**config.mk**
```make
export PLATFORM = sky130hd
export DESIGN_NAME = sorted_timer_queue
export DESIGN_NICKNAME = d
export VERILOG_FILES = /design/src/stq_pkg.sv /design/src/stq_ram.sv /design/src/stq_ctrl.sv /design/src/sorted_timer_queue.sv
export SDC_FILE = /design/constraint.sdc
export NUM_CORES = 1
export LEC_CHECK = 0
export ABC_CLOCK_PERIOD_IN_PS = 5800
export BUFFER_PORTS_ARGS = -buffer_cell sky130_fd_sc_hd__buf_2
export CAP_MARGIN = 10
export CORE_ASPECT_RATIO = 1.1
export CORE_MARGIN = 2
export CORE_UTILIZATION = 56
export CTS_CLUSTER_SIZE = 16
export DETAILED_ROUTE_END_ITERATION = 12
export PLACE_DENSITY = 0.76
export SETUP_SLACK_MARGIN = 0.02
export SKIP_LAST_GASP = 1
export SLEW_MARGIN = 30
export SYNTH_ARGS = -nofsm -noshare
export SYNTH_HDL_FRONTEND = slang
export SYNTH_SLANG_ARGS = --single-unit
export TNS_END_PERCENT = 10
```
**constraint.sdc**
```tcl
create_clock -name clk -period 5.8 [get_ports clk]
set_clock_uncertainty 0.05 [all_clocks]
set_input_delay 0.87 -clock clk [delete_from_list [all_inputs] [get_ports clk]]
set_output_delay 0.87 -clock clk [all_outputs]
set_load 0.005 [all_outputs]
```
**src/stq_pkg.sv**
```systemverilog
// Shared types, constants and codes for the sorted timer queue.
package stq_pkg;

	localparam int QUEUE_DEPTH = 16;
	localparam int IDX_W       = (QUEUE_DEPTH > 1) ? $clog2(QUEUE_DEPTH) : 1;
	localparam int CNT_W       = $clog2(QUEUE_DEPTH + 1);
	localparam int ENTRIES_W   = 5;
	localparam int WIN_W       = 12;
	localparam int TIME_W      = 32;
	localparam int ID_W        = 8;

	localparam logic [WIN_W-1:0] LATE_WINDOW_RST = 12'd60;

	localparam logic [1:0] CMD_ADD    = 2'd0;
	localparam logic [1:0] CMD_REMOVE = 2'd1;
	localparam logic [1:0] CMD_CHECK  = 2'd2;

	localparam logic [2:0] ST_ADDED   = 3'd0;
	localparam logic [2:0] ST_REMOVED = 3'd1;
	localparam logic [2:0] ST_EMPTY   = 3'd2;
	localparam logic [2:0] ST_NOT_DUE = 3'd3;
	localparam logic [2:0] ST_FIRED   = 3'd4;
	localparam logic [2:0] ST_SKIPPED = 3'd5;
	localparam logic [2:0] ST_FULL    = 3'd6;

	typedef struct packed {
		logic [1:0]        command;
		logic [ID_W-1:0]   task_id;
		logic [TIME_W-1:0] exec_time;
		logic [TIME_W-1:0] now;
	} req_t;

	typedef struct packed {
		logic [2:0]           status;
		logic [ID_W-1:0]      fired_id;
		logic [TIME_W-1:0]    fired_time;
		logic [ENTRIES_W-1:0] entries;
	} rsp_t;

	typedef struct packed {
		logic [TIME_W-1:0] due;
		logic [ID_W-1:0]   id;
	} entry_t;

	localparam int ENTRY_W = $bits(entry_t);

	typedef struct packed {
		logic             we;
		logic [IDX_W-1:0] addr;
		entry_t           data;
	} mem_wr_t;

endpackage

```
**src/stq_ram.sv**
```systemverilog
// Simple dual-port RAM, one write and one registered read port.
module stq_ram #(
	parameter int WIDTH = 40,
	parameter int DEPTH = 16
) (
	input  logic                                     clk,
	input  logic                                     we,
	input  logic [((DEPTH > 1) ? $clog2(DEPTH) : 1)-1:0] waddr,
	input  logic [WIDTH-1:0]                         wdata,
	input  logic [((DEPTH > 1) ? $clog2(DEPTH) : 1)-1:0] raddr,
	output logic [WIDTH-1:0]                         rdata
);

	logic [WIDTH-1:0] mem [DEPTH];

	always_ff @(posedge clk) begin
		if (we) begin
			mem[waddr] <= wdata;
		end
	end

	always_ff @(posedge clk) begin
		rdata <= mem[raddr];
	end

endmodule

```
**src/stq_ctrl.sv**
```systemverilog
// Command sequencer: walks the entry memory for add, remove and check.
module stq_ctrl import stq_pkg::*; (
	input  logic             clk,
	input  logic             arst_n,
	input  logic             start,
	input  req_t             req,
	input  logic [WIN_W-1:0] late_window,
	output logic             busy,
	output logic             done,
	output rsp_t             rsp,
	output mem_wr_t          mem_wr,
	output logic [IDX_W-1:0] mem_raddr,
	input  entry_t           mem_rdata
);

	typedef enum logic [4:0] {
		S_IDLE = 5'b00001,
		S_ADD  = 5'b00010,
		S_REM  = 5'b00100,
		S_CHK  = 5'b01000,
		S_FIN  = 5'b10000
	} state_t;

	state_t           state_q;
	req_t             req_q;
	rsp_t             rsp_q;
	logic [CNT_W-1:0] cnt_q;
	logic [CNT_W-1:0] wr_ptr_q;
	logic [IDX_W-1:0] rd_ptr_q;
	logic             iss_q;
	logic             v_s1;
	logic [IDX_W-1:0] addr_s1;
	logic             fin_we_q;
	logic [IDX_W-1:0] fin_addr_q;
	entry_t           fin_data_q;

	logic [IDX_W-1:0]  last_idx;
	logic              is_full;
	logic              later;
	logic              add_stop;
	logic              rem_keep;
	logic              rem_end;
	logic              chk_head;
	logic              not_due;
	logic              chk_end;
	logic [TIME_W-1:0] lag;
	logic              in_window;

	assign last_idx  = IDX_W'(cnt_q - 1'b1);
	assign is_full   = (cnt_q == CNT_W'(QUEUE_DEPTH));
	assign later     = (mem_rdata.due > req_q.exec_time);
	assign add_stop  = (state_q == S_ADD) && v_s1 && (!later || addr_s1 == '0);
	assign rem_keep  = (state_q == S_REM) && v_s1 && (mem_rdata.id != req_q.task_id);
	assign rem_end   = (state_q == S_REM) && v_s1 && (addr_s1 == last_idx);
	assign chk_head  = (state_q == S_CHK) && v_s1 && (addr_s1 == '0);
	assign not_due   = chk_head && (mem_rdata.due > req_q.now);
	assign chk_end   = (state_q == S_CHK) && v_s1 && (not_due || addr_s1 == last_idx);
	assign lag       = req_q.now - mem_rdata.due;
	assign in_window = (lag < TIME_W'(late_window));

	assign busy      = (state_q != S_IDLE);
	assign done      = (state_q == S_FIN);
	assign mem_raddr = rd_ptr_q;

	assign rsp = '{status: rsp_q.status, fired_id: rsp_q.fired_id,
		fired_time: rsp_q.fired_time, entries: ENTRIES_W'(cnt_q)};

	// Writes always land below (remove, check) or above (add) every read still
	// in flight, so no forwarding is needed.
	always_comb begin
		mem_wr = '{we: 1'b0, addr: '0, data: mem_rdata};
		case (state_q)
			S_ADD: begin
				if (v_s1 && later) begin
					mem_wr.we   = 1'b1;
					mem_wr.addr = IDX_W'(addr_s1 + 1'b1);
				end
			end
			S_REM: begin
				if (rem_keep) begin
					mem_wr.we   = 1'b1;
					mem_wr.addr = wr_ptr_q[IDX_W-1:0];
				end
			end
			S_CHK: begin
				if (v_s1 && addr_s1 != '0) begin
					mem_wr.we   = 1'b1;
					mem_wr.addr = IDX_W'(addr_s1 - 1'b1);
				end
			end
			S_FIN: begin
				mem_wr.we   = fin_we_q;
				mem_wr.addr = fin_addr_q;
				mem_wr.data = fin_data_q;
			end
			default: begin
			end
		endcase
	end

	always_ff @(posedge clk or negedge arst_n) begin
		if (!arst_n) begin
			state_q  <= S_IDLE;
			cnt_q    <= '0;
			wr_ptr_q <= '0;
			rd_ptr_q <= '0;
			iss_q    <= 1'b0;
			v_s1     <= 1'b0;
			fin_we_q <= 1'b0;
		end else begin
			v_s1 <= iss_q;
			case (state_q)
				S_IDLE: begin
					wr_ptr_q <= '0;
					if (start) begin
						case (req.command)
							CMD_ADD: begin
								if (is_full) begin
									state_q <= S_FIN;
								end else if (cnt_q == '0) begin
									state_q  <= S_FIN;
									cnt_q    <= CNT_W'(1);
									fin_we_q <= 1'b1;
								end else begin
									state_q  <= S_ADD;
									rd_ptr_q <= last_idx;
									iss_q    <= 1'b1;
								end
							end
							CMD_REMOVE: begin
								if (cnt_q == '0) begin
									state_q <= S_FIN;
								end else begin
									state_q  <= S_REM;
									rd_ptr_q <= '0;
									iss_q    <= 1'b1;
								end
							end
							default: begin
								if (cnt_q == '0) begin
									state_q <= S_FIN;
								end else begin
									state_q  <= S_CHK;
									rd_ptr_q <= '0;
									iss_q    <= 1'b1;
								end
							end
						endcase
					end
				end
				S_ADD: begin
					// walk down from the tail
					if (iss_q && !add_stop) begin
						if (rd_ptr_q == '0) begin
							iss_q <= 1'b0;
						end else begin
							rd_ptr_q <= rd_ptr_q - 1'b1;
						end
					end
					if (add_stop) begin
						state_q  <= S_FIN;
						iss_q    <= 1'b0;
						fin_we_q <= 1'b1;
						cnt_q    <= cnt_q + 1'b1;
					end
				end
				S_REM, S_CHK: begin
					if (iss_q && !chk_end) begin
						if (rd_ptr_q == last_idx) begin
							iss_q <= 1'b0;
						end else begin
							rd_ptr_q <= rd_ptr_q + 1'b1;
						end
					end
					if (rem_keep) begin
						wr_ptr_q <= wr_ptr_q + 1'b1;
					end
					if (rem_end) begin
						state_q <= S_FIN;
						iss_q   <= 1'b0;
						cnt_q   <= rem_keep ? CNT_W'(wr_ptr_q + 1'b1) : wr_ptr_q;
					end
					if (chk_end) begin
						state_q <= S_FIN;
						iss_q   <= 1'b0;
						if (!not_due) begin
							cnt_q <= cnt_q - 1'b1;
						end
					end
				end
				S_FIN: begin
					state_q  <= S_IDLE;
					fin_we_q <= 1'b0;
				end
				default: begin
					state_q <= S_IDLE;
				end
			endcase
		end
	end

	always_ff @(posedge clk) begin
		addr_s1 <= rd_ptr_q;
		if (state_q == S_IDLE && start) begin
			req_q            <= req;
			rsp_q.fired_id   <= '0;
			rsp_q.fired_time <= '0;
			rsp_q.entries    <= '0;
			fin_addr_q       <= '0;
			fin_data_q       <= '{due: req.exec_time, id: req.task_id};
			case (req.command)
				CMD_ADD:    rsp_q.status <= is_full ? ST_FULL : ST_ADDED;
				CMD_REMOVE: rsp_q.status <= ST_REMOVED;
				default:    rsp_q.status <= ST_EMPTY;
			endcase
		end
		if (add_stop) begin
			fin_addr_q <= later ? '0 : IDX_W'(addr_s1 + 1'b1);
		end
		if (chk_head) begin
			if (not_due) begin
				rsp_q.status <= ST_NOT_DUE;
			end else begin
				rsp_q.status     <= in_window ? ST_FIRED : ST_SKIPPED;
				rsp_q.fired_id   <= mem_rdata.id;
				rsp_q.fired_time <= mem_rdata.due;
			end
		end
	end

endmodule

```
**src/sorted_timer_queue.sv**
```systemverilog
// Top level of the sorted timer queue: config register, sequencer and entry memory.
//
// Usage: drive req and pulse start while busy is low; the item is taken at that
// edge. Commands: add a task (kept sorted by due time, ties in arrival order),
// remove every task with an id, or check the head against now (pop it as fired
// or skipped when due). Exactly one result comes back per item: done is high
// for one cycle with rsp valid in that cycle; the receiver cannot stall it.
// A full queue add, an add to an empty queue and a remove or check on
// an empty queue raise done in the cycle after the accepting edge. Other commands
// walk the entry memory one entry per cycle, at most QUEUE_DEPTH entries,
// before done; the walk is set by the single read port of the memory.
// busy falls the cycle after done, and start is taken again from then.
// The late window register is written through cfg_valid/cfg_ready/cfg_data
// (ready is always high); write it only while the block is idle.
// Reset clears the entry count and busy and loads the late window with 60;
// the memory itself is not cleared, since only counted entries are read.
module sorted_timer_queue import stq_pkg::*; (
	input  logic             clk,
	input  logic             arst_n,
	input  logic             start,
	output logic             busy,
	input  req_t             req,
	output logic             done,
	output rsp_t             rsp,
	input  logic             cfg_valid,
	output logic             cfg_ready,
	input  logic [WIN_W-1:0] cfg_data
);

	logic [WIN_W-1:0] late_window_q;
	mem_wr_t          mem_wr;
	logic [IDX_W-1:0] mem_raddr;
	entry_t           mem_rdata;

	assign cfg_ready = 1'b1;

	always_ff @(posedge clk or negedge arst_n) begin
		if (!arst_n) begin
			late_window_q <= LATE_WINDOW_RST;
		end else if (cfg_valid && cfg_ready) begin
			late_window_q <= cfg_data;
		end
	end

	stq_ctrl u_ctrl (
		.clk        (clk),
		.arst_n     (arst_n),
		.start      (start),
		.req        (req),
		.late_window(late_window_q),
		.busy       (busy),
		.done       (done),
		.rsp        (rsp),
		.mem_wr     (mem_wr),
		.mem_raddr  (mem_raddr),
		.mem_rdata  (mem_rdata)
	);

	stq_ram #(
		.WIDTH(ENTRY_W),
		.DEPTH(QUEUE_DEPTH)
	) u_ram (
		.clk  (clk),
		.we   (mem_wr.we),
		.waddr(mem_wr.addr),
		.wdata(mem_wr.data),
		.raddr(mem_raddr),
		.rdata(mem_rdata)
	);

endmodule

```
# ---- After elaboration in Yosys (flattened, before gate mapping)
# Memory sizes are Yosys's and may differ from the RTL's. A register that Yosys moved wholly into a read port is not among the register bits.
# Index checks and enable logic that the tools add are counted.
dict set report op_classes {
  n_mux 66
  order_cmp 3
  n_eq_ne 28
  n_addsub 8
  reduce_logical 35
}
# cell n
set ops {}
lappend ops {{$mux W5} 20}
lappend ops {{$mux W40} 2}
lappend ops {{$gt A32 B32 Y1} 2}
lappend ops {{$mux W4} 12}
lappend ops {{$mux W48} 1}
lappend ops {{$mux W43} 1}
lappend ops {{$lt A32 B12 Y1} 1}
lappend ops {{$sub A32 B32 Y32} 1}
lappend ops {{$pmux W5 S3} 2}
lappend ops {{$pmux W5 S2} 2}
lappend ops {{$pmux W5 S4} 1}
lappend ops {{$mux W1} 19}
lappend ops {{$logic_and A1 B1 Y1} 14}
lappend ops {{$ne A2 B2 Y1 const B} 6}
lappend ops {{$pmux W4 S3} 1}
lappend ops {{$reduce_and A6 Y1} 2}
lappend ops {{$add A5 B1 Y5 const B} 2}
lappend ops {{$eq A5 B5 Y1 const B} 2}
lappend ops {{$ne A3 B2 Y1 const B} 3}
lappend ops {{$reduce_and A9 Y1} 1}
lappend ops {{$add A4 B1 Y4 const B} 2}
lappend ops {{$eq A4 B4 Y1} 2}
lappend ops {{$logic_not A4 Y1} 2}
lappend ops {{$ne A4 B1 Y1 const B} 2}
lappend ops {{other kinds (25)} 37}
dict set report word_totals {
  ramBits 640
  regBits 157
  word_cells 157
  mem_count 1
  output_inout_bits 51
  in_bits 90
}
# name depth word_bits rd rd_ports_with_merged_regs write_ports line_no
set mem_list {}
lappend mem_list {u_ram.mem 16 40 1 1 1 stq_ram.sv:14} ;# logic [WIDTH-1:0] mem [DEPTH];

# ---- Logic depth before layout (Yosys ltp)
# Gate-level depths: netlist of the first run.
dict set report depth {
  ltp_word 12
  mapped_depth 19
  depth_no_buf 18
}

# ---- Hierarchy
# A second synthesis of the first run with hierarchy kept.
dict set report hier_totals {
  cells_unflattened 2122
  hier_area_um2 34973.5
}
# module instances cells_per_inst area_each_um2 seq_area_each_um2
set by_module_without_submodules {}
lappend by_module_without_submodules {stq_ram 1 1040 25131.6 20019.2}
lappend by_module_without_submodules {stq_ctrl 1 1055 9341.5 3804.9}
lappend by_module_without_submodules {sorted_timer_queue 1 27 500.5 305.3}

# ---- Worst setup path after synthesis of the first run
# Ideal clock, no wire load.
dict set report synth_timing {
  path_kind {reg-to-reg}
  startpoint {reg u_ctrl.req_q[57] (netlist name)}
  endpoint {mem u_ram.mem[8][0], enable pin}
  path_slack_ns 0.139
  period_less_slack_ns 5.661
  arrival_time_ns 5.115
  setup_time_ns 0.496
  path_buffers 0
  path_stages_with_launch 10
  required_ns 5.254
  cell_sequence {edfxtp_1 inv_1 ha_1 and4_1 nand3_1 or3_1 o311ai_1 and4b_1 o21ai_0 nor3b_1}
}
dict set report synth_between {
  elab_chain_cells 6
}
# element line_no
set synth_lines {}
lappend synth_lines {{start: declaration} stq_ctrl.sv:25} ;# req_t req_q;
lappend synth_lines {{start signal: assignment} stq_ctrl.sv:205} ;# req_q <= req;
lappend synth_lines {{$gt A32 B32 Y1 (*)} stq_ctrl.sv:51} ;# assign later = (mem_rdata.due > req_q.exec_time);
lappend synth_lines {{$logic_and A1 B1 Y1 (*)} stq_ctrl.sv:74} ;# if (v_s1 && later) begin
lappend synth_lines {{$mux W5 (*)} stq_ctrl.sv:74}
lappend synth_lines {{$pmux W5 S4 (*)} stq_ctrl.sv:72} ;# case (state_q)
lappend synth_lines {{$mux W1} stq_ram.sv:17} ;# if (we) begin
lappend synth_lines {{$mux W1 (not written as such)} stq_ram.sv:18} ;# mem[waddr] <= wdata;
lappend synth_lines {{end: declaration} stq_ram.sv:14}
# Mark *: on every way between the ends. The rest lies on a longest branch, timed or not.

# ---- Worst setup path after layout of the first run
dict set report layout_timing {
  startpoint {reg u_ram.rdata[9], read port of u_ram.mem}
  endpoint {reg u_ctrl.rsp_q, in the netlist u_ctrl.rsp[45] (data pin)}
}
dict set report layout_between {
  elab_chain_cells 5
  word_cells_on_any_way 7
  cone_classes {1 x add/sub; 2 x order compare; 3 x mux; 1 x reduce/logical}
}
# element line_no
set layout_lines {}
lappend layout_lines {{start: declaration} stq_ram.sv:11} ;# output logic [WIDTH-1:0] rdata
lappend layout_lines {{$sub A32 B32 Y32} stq_ctrl.sv:58} ;# assign lag = req_q.now - mem_rdata.due;
lappend layout_lines {{$lt A32 B12 Y1} stq_ctrl.sv:59} ;# assign in_window = (lag < TIME_W'(late_window));
lappend layout_lines {{$mux W1} stq_ctrl.sv:224} ;# rsp_q.status <= in_window ? ST_FIRED : ST_SKIPPED;
lappend layout_lines {{$mux W3 (*)} stq_ctrl.sv:221} ;# if (not_due) begin
lappend layout_lines {{$mux W43 (*)} stq_ctrl.sv:220} ;# if (chk_head) begin
lappend layout_lines {{end: declaration} stq_ctrl.sv:26} ;# rsp_t rsp_q;
# Marked as above.
# A chain may end at the register's enable or synchronous reset.

==> impl_metrics.env, run 1 <==
export IMPL_fmax_ghz=0.216
export IMPL_layout_cells_non_filler=3238
export IMPL_vias_per_cell=6.19
export IMPL_die_h_um=266
export IMPL_grt_usage_pct=26.8
export IMPL_wl_met1_mm=33.7
export IMPL_num_nets_final=2524
export IMPL_numClockSinks=837
export IMPL_p_switching_uw=7170
export IMPL_p_seq_share_pct=40.2
export IMPL_ioPinCount=141
export IMPL_synthXorXnorAreaFrac_pct=1.10
export IMPL_cts_resized=0
export IMPL_synth_edff_count=719
export IMPL_path_cells="inv_1 -> ha_1 -> nor2b_1 -> o31a_1 -> o21ai_0 -> nand2b_1 -> a21o_1 -> a21oi_1 -> xnor2_1 -> ha_1 -> a2111oi_0 -> nand2_1 -> o21ai_0 -> o31ai_1 -> nor4_1 -> nand4_1 -> or4b_1 -> o41a_1"
export IMPL_start_kind="flop"
export IMPL_power_total_uw=21100
export IMPL_initial_core_util_pct=56.8
export IMPL_dr_pass1_iters=7
export IMPL_syn2layout_area_growth_pct=14.0
export IMPL_avgSynthCellArea_um2=16.2
export IMPL_worst_ep_arrival_time_ps=4970
export IMPL_layout_drive_gt1_share_pct=23.5
export IMPL_rsz0062_at_grt="no"
export IMPL_place_congestion=0.940
export IMPL_drc=0
export IMPL_async_flop_share_pct=4.06
export IMPL_synth_largest_area_cell="edfxtp_1"
export IMPL_power_density_mw_per_mm2=531
export IMPL_portBuffers=139
export IMPL_wl_met2_mm=42.9
export IMPL_clk_pin_slew_worst_paths_ps=60
export IMPL_synth_simple_area_share_pct=4.66
export IMPL_final_design_area_no_fill_mm2=0.0397
export IMPL_crit_path_max_incr_delay_ps=470
export IMPL_hold_class="in2async"
export IMPL_synth_top_family_by_area="multiplexers"
export IMPL_ys_ff_latch=837
export IMPL_switching_share_pct=34.0
export IMPL_dpl_cell_area_mm2=0.0370
export IMPL_clockRootBuffer="clkbuf_16"
export IMPL_tightestPinTransition_ps=1020
export IMPL_wl_per_cell_um=26.4
export IMPL_cts_htree_levels=3
export IMPL_dpl_cell_count=3087
export IMPL_p_clk_share_pct=25.8
export IMPL_synthTopCellsByArea="edfxtp_1, mux4_2, dfxtp_1"
export IMPL_grt_pass1_wl_mm=127
export IMPL_leakage_uw=0.0138
export IMPL_routed_top_layer="met4"
export IMPL_grt_overflow=0
export IMPL_ctsLongestPathBuffers=3
export IMPL_synth_most_common_cell="edfxtp_1"
export IMPL_die_width_um=242
export IMPL_intPower_uw=13900
export IMPL_row_count=95
export IMPL_core_mm2=0.0613
export IMPL_wl_met3_mm=6.08
export IMPL_fillCellCount=4169
export IMPL_antenna_left=0
export IMPL_yosys_area_share_adder_pct=3.17
export IMPL_slew_limit_headroom_pct=31.6
export IMPL_cp_required_ps=6140
export IMPL_wl_mm=85.4
export IMPL_yosysWarnings=0
export IMPL_insertion_delay_ps=640
export IMPL_cp_slowest_cell="or4b_1"
export IMPL_period_minus_slack_ps=4640
export IMPL_synth_flop_cell="edfxtp_1"
export IMPL_synth_compound_area_share_pct=7.39
export IMPL_fin_crit_sh_pct=79.9
export IMPL_grt_max_degree=88
export IMPL_path_class="reg2reg"
export IMPL_cts_hold_buffers=0
export IMPL_drv_cap=0
export IMPL_post_cts_buffers=0
export IMPL_ys_types=90
export IMPL_outcome="complete, no violations"
export IMPL_setup_tns_ps=0
export IMPL_syn_nets=2333
export IMPL_yosysSeqAreaShare_pct=69.2
export IMPL_synth_area_mm2=0.0349
export IMPL_syn_inst=2156
export IMPL_cts_inserted_buffers=82
export IMPL_crit_path_max_fanout=4
export IMPL_vias=20100
export IMPL_synthTopCellsByCount="edfxtp_1, nand2_1, mux4_2"
export IMPL_final_util_pct=64.8
export IMPL_setup_viol=0
export IMPL_yosysTopAreaCellShare_pct=61.9
export IMPL_grt_pass1_vias=20200
export IMPL_antenna_found_initial=0
export IMPL_synthMuxAreaShare_pct=12.1
export IMPL_ir_drop_uv=283
export IMPL_power_frac_comb_pct=34.1
export IMPL_tritoncts="yes"
export IMPL_die_area_mm2=0.0643
export IMPL_hold_violations=0
export IMPL_drt_iter0_drc=1814
export IMPL_post_dp_hpwl_mm=52.9
export IMPL_slew_violations=0
export IMPL_endpoint_kind="flop"
[kinds of logic after synthesis]
logic type	Yosys count
other	1
XOR/XNOR	43
multiplexers	242
flip-flops	837
adder cells (fa/ha/maj)	87
buffers and inverters	210
AND/OR/NAND/NOR	352
AO/OA/AOI/OAI	384
[metrics by stage]
| step | hold WS [ps] | worst slack, ps |
|---|---|---|
| after floorplan | 292 | 139 |
| after global placement | 394 | 1180 |
| after detailed placement | 392 | 1090 |
| after CTS | 301 | 1100 |
| after global routing | 343 | 792 |
| final | 294 | 1160 |
[cell type report]
type                    instances  area (um2)  area share, %
flip-flops and latches        837       24100           60.8
diodes                          1        2.50        0.00630
repair buffers                209        1350           3.39
clock buffers                 108        2260           5.69
inverters                     108         407           1.02
multi-input cells            1109       10100           25.3
well taps                     824        1030           2.59
clock inverters                42         497           1.25
[worst max-delay path: cells and delay by family, from the launching register on]
kind	cells	cell delay (ps)
compound gates	8	2030
xor+xnor	1	100
fa+ha+maj	2	500
buf+inv	1	100
flops	1	390
simple gates	6	1220
[power by group through the flow]
stage | clock [uW] | sequential [uW] | combinational, uW
finish | 5430 | 8470 | 7180
global route | 5710 | 8530 | 7800
CTS | 5500 | 8470 | 7150
detailed placement | 0 | 8590 | 7090
global placement | 0 | 8570 | 6920
floorplan | 0 | 8380 | 4910
[worst paths after layout]
path                                start                   to  slack (ps)  depth (start not counted)
max in group asynchronous          arst_n  u_ctrl.mem_raddr[0]        4790                          1
min in group clk                  req[18]     u_ctrl.req_q[18]         360                          1
max                        u_ram.rdata[9]       u_ctrl.rsp[45]        1160                         18
max reg2reg                u_ram.rdata[9]       u_ctrl.rsp[45]        1160                         18
min reg2reg                u_ctrl.rsp[37]       u_ctrl.rsp[37]         410                          2
min                                arst_n    late_window_q[11]         290                          1
[cells in the final DEF (no fill, tap or decap), types with 7 or more instances in the layout]
master,Yosys,final
a21o_1,30,30
o211ai_1,10,10
ha_1,85,85
a221o_1,30,30
o31ai_1,8,8
clkinvlp_4,0,8
clkbuf_1,59,16
edfxtp_1,719,719
nor2_4,0,12
bufinv_16,0,9
xnor2_1,21,21
nor3_1,19,19
mux2_2,34,34
xor2_1,21,21
inv_1,106,104
clkinv_2,0,13
o22ai_1,32,32
clkbuf_16,0,83
clkbuf_8,0,9
buf_4,1,60
a21oi_1,63,62
dfxtp_1,84,84
nor2_1,66,54
o21a_1,12,12
nand2b_1,8,8
o21ai_0,125,119
mux4_2,140,140
buf_12,0,10
buf_2,24,139
nand3_1,53,52
nand4_1,14,14
mux2i_1,68,68
dfrtp_1,29,25
clkinv_1,1,7
nand2_1,143,141
and2_1,7,7
[routing by layer]
metal | up-vias | global-route usage (%)
li1 | 8843 | -
met1 | 10200 | 35.4
met2 | 884 | 45.9
met3 | 140 | 3.73
met4 | 0 | 9.48
met5 | - | 0
[flip-flops by register name, indices dropped and copies added, names as in the netlist, 4 cells and up]
name,cells
u_ctrl.req_q,72
u_ctrl.wr_ptr_q,5
u_ctrl.addr_s1,4
u_ram.rdata,40
u_ctrl.state_q,5
u_ctrl.cnt_q,5
late_window_q,12
u_ctrl.mem_raddr,4
u_ctrl.fin_addr_q,4
u_ram.mem,640
u_ctrl.rsp,43
Note: power is estimated with default switching activity, not from simulation.
==> inputs of run 2 (changes only) <==
Settings changed: ABC_CLOCK_PERIOD_IN_PS 5800 to 4600, CORE_UTILIZATION 56 to 58.
Clock period 5.8 ns to 4.6 ns, I/O delays scaled along.
==> impl_metrics.env, run 2 (synthesized netlist as in run 1, its figures left out) <==
export IMPL_core_mm2=0.0596
export IMPL_cp_startpoint="u_ram.rdata[9]"
export IMPL_path_cells="inv_1 -> ha_1 -> nor2b_1 -> o31a_1 -> o21ai_0 -> nand2b_1 -> a21o_1 -> a21oi_1 -> xnor2_1 -> ha_1 -> a2111oi_1 -> nand2_1 -> o21ai_1 -> o31ai_1 -> nor4_1 -> buf_4 -> nand4_1 -> or4b_1 -> o41a_1"
export IMPL_hold_class="in2async"
export IMPL_clk_pin_slew_worst_paths_ps=60
export IMPL_leakage_uw=0.0139
export IMPL_antenna_left=0
export IMPL_initial_core_util_pct=58.5
export IMPL_path_delay_family="compound AO/OA/AOI/OAI gates"
export IMPL_tritoncts="yes"
export IMPL_outcome="complete, no violations"
export IMPL_post_cts_buffers=0
export IMPL_drc=0
export IMPL_die_h_um=261
export IMPL_grt_usage_pct=28.8
export IMPL_cts_hold_buffers=0
export IMPL_fillCellCount=3870
export IMPL_top_register="u_ram.mem"
export IMPL_setup_viol=0
export IMPL_period_minus_slack_ps=4400
export IMPL_antenna_found_initial=2
export IMPL_layout_drive_gt1_share_pct=23.7
export IMPL_grt_max_degree=63
export IMPL_insertion_delay_ps=640
export IMPL_place_ws_ps=94.6
export IMPL_portBuffers=139
export IMPL_grt_pass1_vias=20500
export IMPL_path_class="reg2reg"
export IMPL_dr_pass1_iters=6
export IMPL_final_setup_worst_slack_ps=205
export IMPL_final_cell_mix="edfxtp_1, nand2_1, mux4_2, buf_2, o21ai_0"
export IMPL_r2r_start="u_ram.rdata[9]"
export IMPL_rsz0062_at_grt="no"
export IMPL_hold_violations=0
export IMPL_timing_critical_path_mode_cell="ha_1"
export IMPL_vias_per_cell=6.45
export IMPL_syn2layout_area_growth_pct=14.6
export IMPL_fmax_ghz=0.228
export IMPL_drt_iter0_drc=2295
export IMPL_drv_cap=0
export IMPL_power_density_mw_per_mm2=665
export IMPL_cp_slowest_cell="or4b_1"
export IMPL_cts_inserted_buffers=81
export IMPL_dpl_cell_count=3055
export IMPL_ioPinCount=141
export IMPL_place_congestion=0.915
export IMPL_crit_path_max_fanout=2
export IMPL_cts_resized=0
export IMPL_num_nets_final=2548
export IMPL_slew_violations=0
export IMPL_vias=20700
export IMPL_die_width_um=238
export IMPL_numClockSinks=837
export IMPL_timing_critical_path_buf_inv=2
export IMPL_start_kind="flop"
export IMPL_ctsLongestPathBuffers=3
export IMPL_layout_cells_non_filler=3210
export IMPL_die_area_mm2=0.0621
export IMPL_crit_path_max_incr_delay_ps=480
export IMPL_wl_mm=89.0
export IMPL_clockRootBuffer="clkbuf_16"
export IMPL_worst_ep_arrival_time_ps=4730
export IMPL_fin_crit_sh_pct=95.5
export IMPL_grt_overflow=0
export IMPL_ir_drop_uv=358
export IMPL_cp_required_ps=4940
export IMPL_cts_htree_levels=3
export IMPL_row_count=94
export IMPL_endpoint_kind="flop"
export IMPL_tightestPinTransition_ps=981
export IMPL_largest_register_ffs=640
export IMPL_slew_limit_headroom_pct=34.2
export IMPL_post_dp_hpwl_mm=54.3
export IMPL_wl_per_cell_um=27.7
export IMPL_grt_pass1_wl_mm=130
export IMPL_final_common_cell="edfxtp_1"
run 2: layout make-up:
class,instances,area [um2],area share [%]
antenna,2,5.00,0.0125
timing repair buffer,234,1740,4.36
clock buffer,115,2290,5.72
clock inverter,37,350,0.877
multi-input combinational,1109,10100,25.2
inverter,108,407,1.02
sequential,837,24100,60.4
tap,768,961,2.41
run 2: power by group:
part | internal (uW) | switching (uW)
registers | 10100 | 704
clock network | 3680 | 2830
logic | 3590 | 5660
total | 17400 | 9200
run 2: path summary, 6_finish.rpt:
path                                        to  slack, ps  cells after the start
max in group asynchronous  u_ctrl.mem_raddr[1]       3760                      1
max                             u_ctrl.rsp[45]        200                     19
min in group clk              u_ctrl.req_q[71]        170                      1
min                            u_ctrl.fin_we_q        120                      1
min reg2reg                        u_ctrl.v_s1        410                      0
max reg2reg                     u_ctrl.rsp[45]        200                     19
run 2: routing by layer:
layer / part of all wire, % / vias to the layer above / routed length (um) / global-route usage, %
li1: - / 8891 / - / -
met1: 39 / 10500 / 35000 / 38.8
met2: 49 / 1120 / 43700 / 48.0
met3: 8.1 / 191 / 7230 / 4.40
met4: 3.4 / 0 / 3030 / 11.6
met5: 0 / - / 0 / 0
run 2: worst reg2reg max path, stage by stage, from the launching register on:
cell and delay (ps):
dfxtp_1 350, inv_1 70, ha_1 280, nor2b_1 140, o31a_1 250, o21ai_0 150
nand2b_1 100, a21o_1 190, a21oi_1 160, xnor2_1 90, ha_1 200, a2111oi_1 350
nand2_1 110, o21ai_1 250, o31ai_1 130, nor4_1 250, buf_4 160, nand4_1 80
or4b_1 480, o41a_1 320
run 2: metrics by stage:
step	cell area, um2	setup TNS [ps]	total power, uW	util (%)	hold WS [ps]
global placement	37300	0	19700	62.5	385
floorplan	34900	-121080	16800	-	292
CTS	39900	0	26500	66.9	104
finish	40000	0	26600	67.0	121
detailed placement	37300	0	20000	62.5	386
global route	40000	0	27700	67.0	160
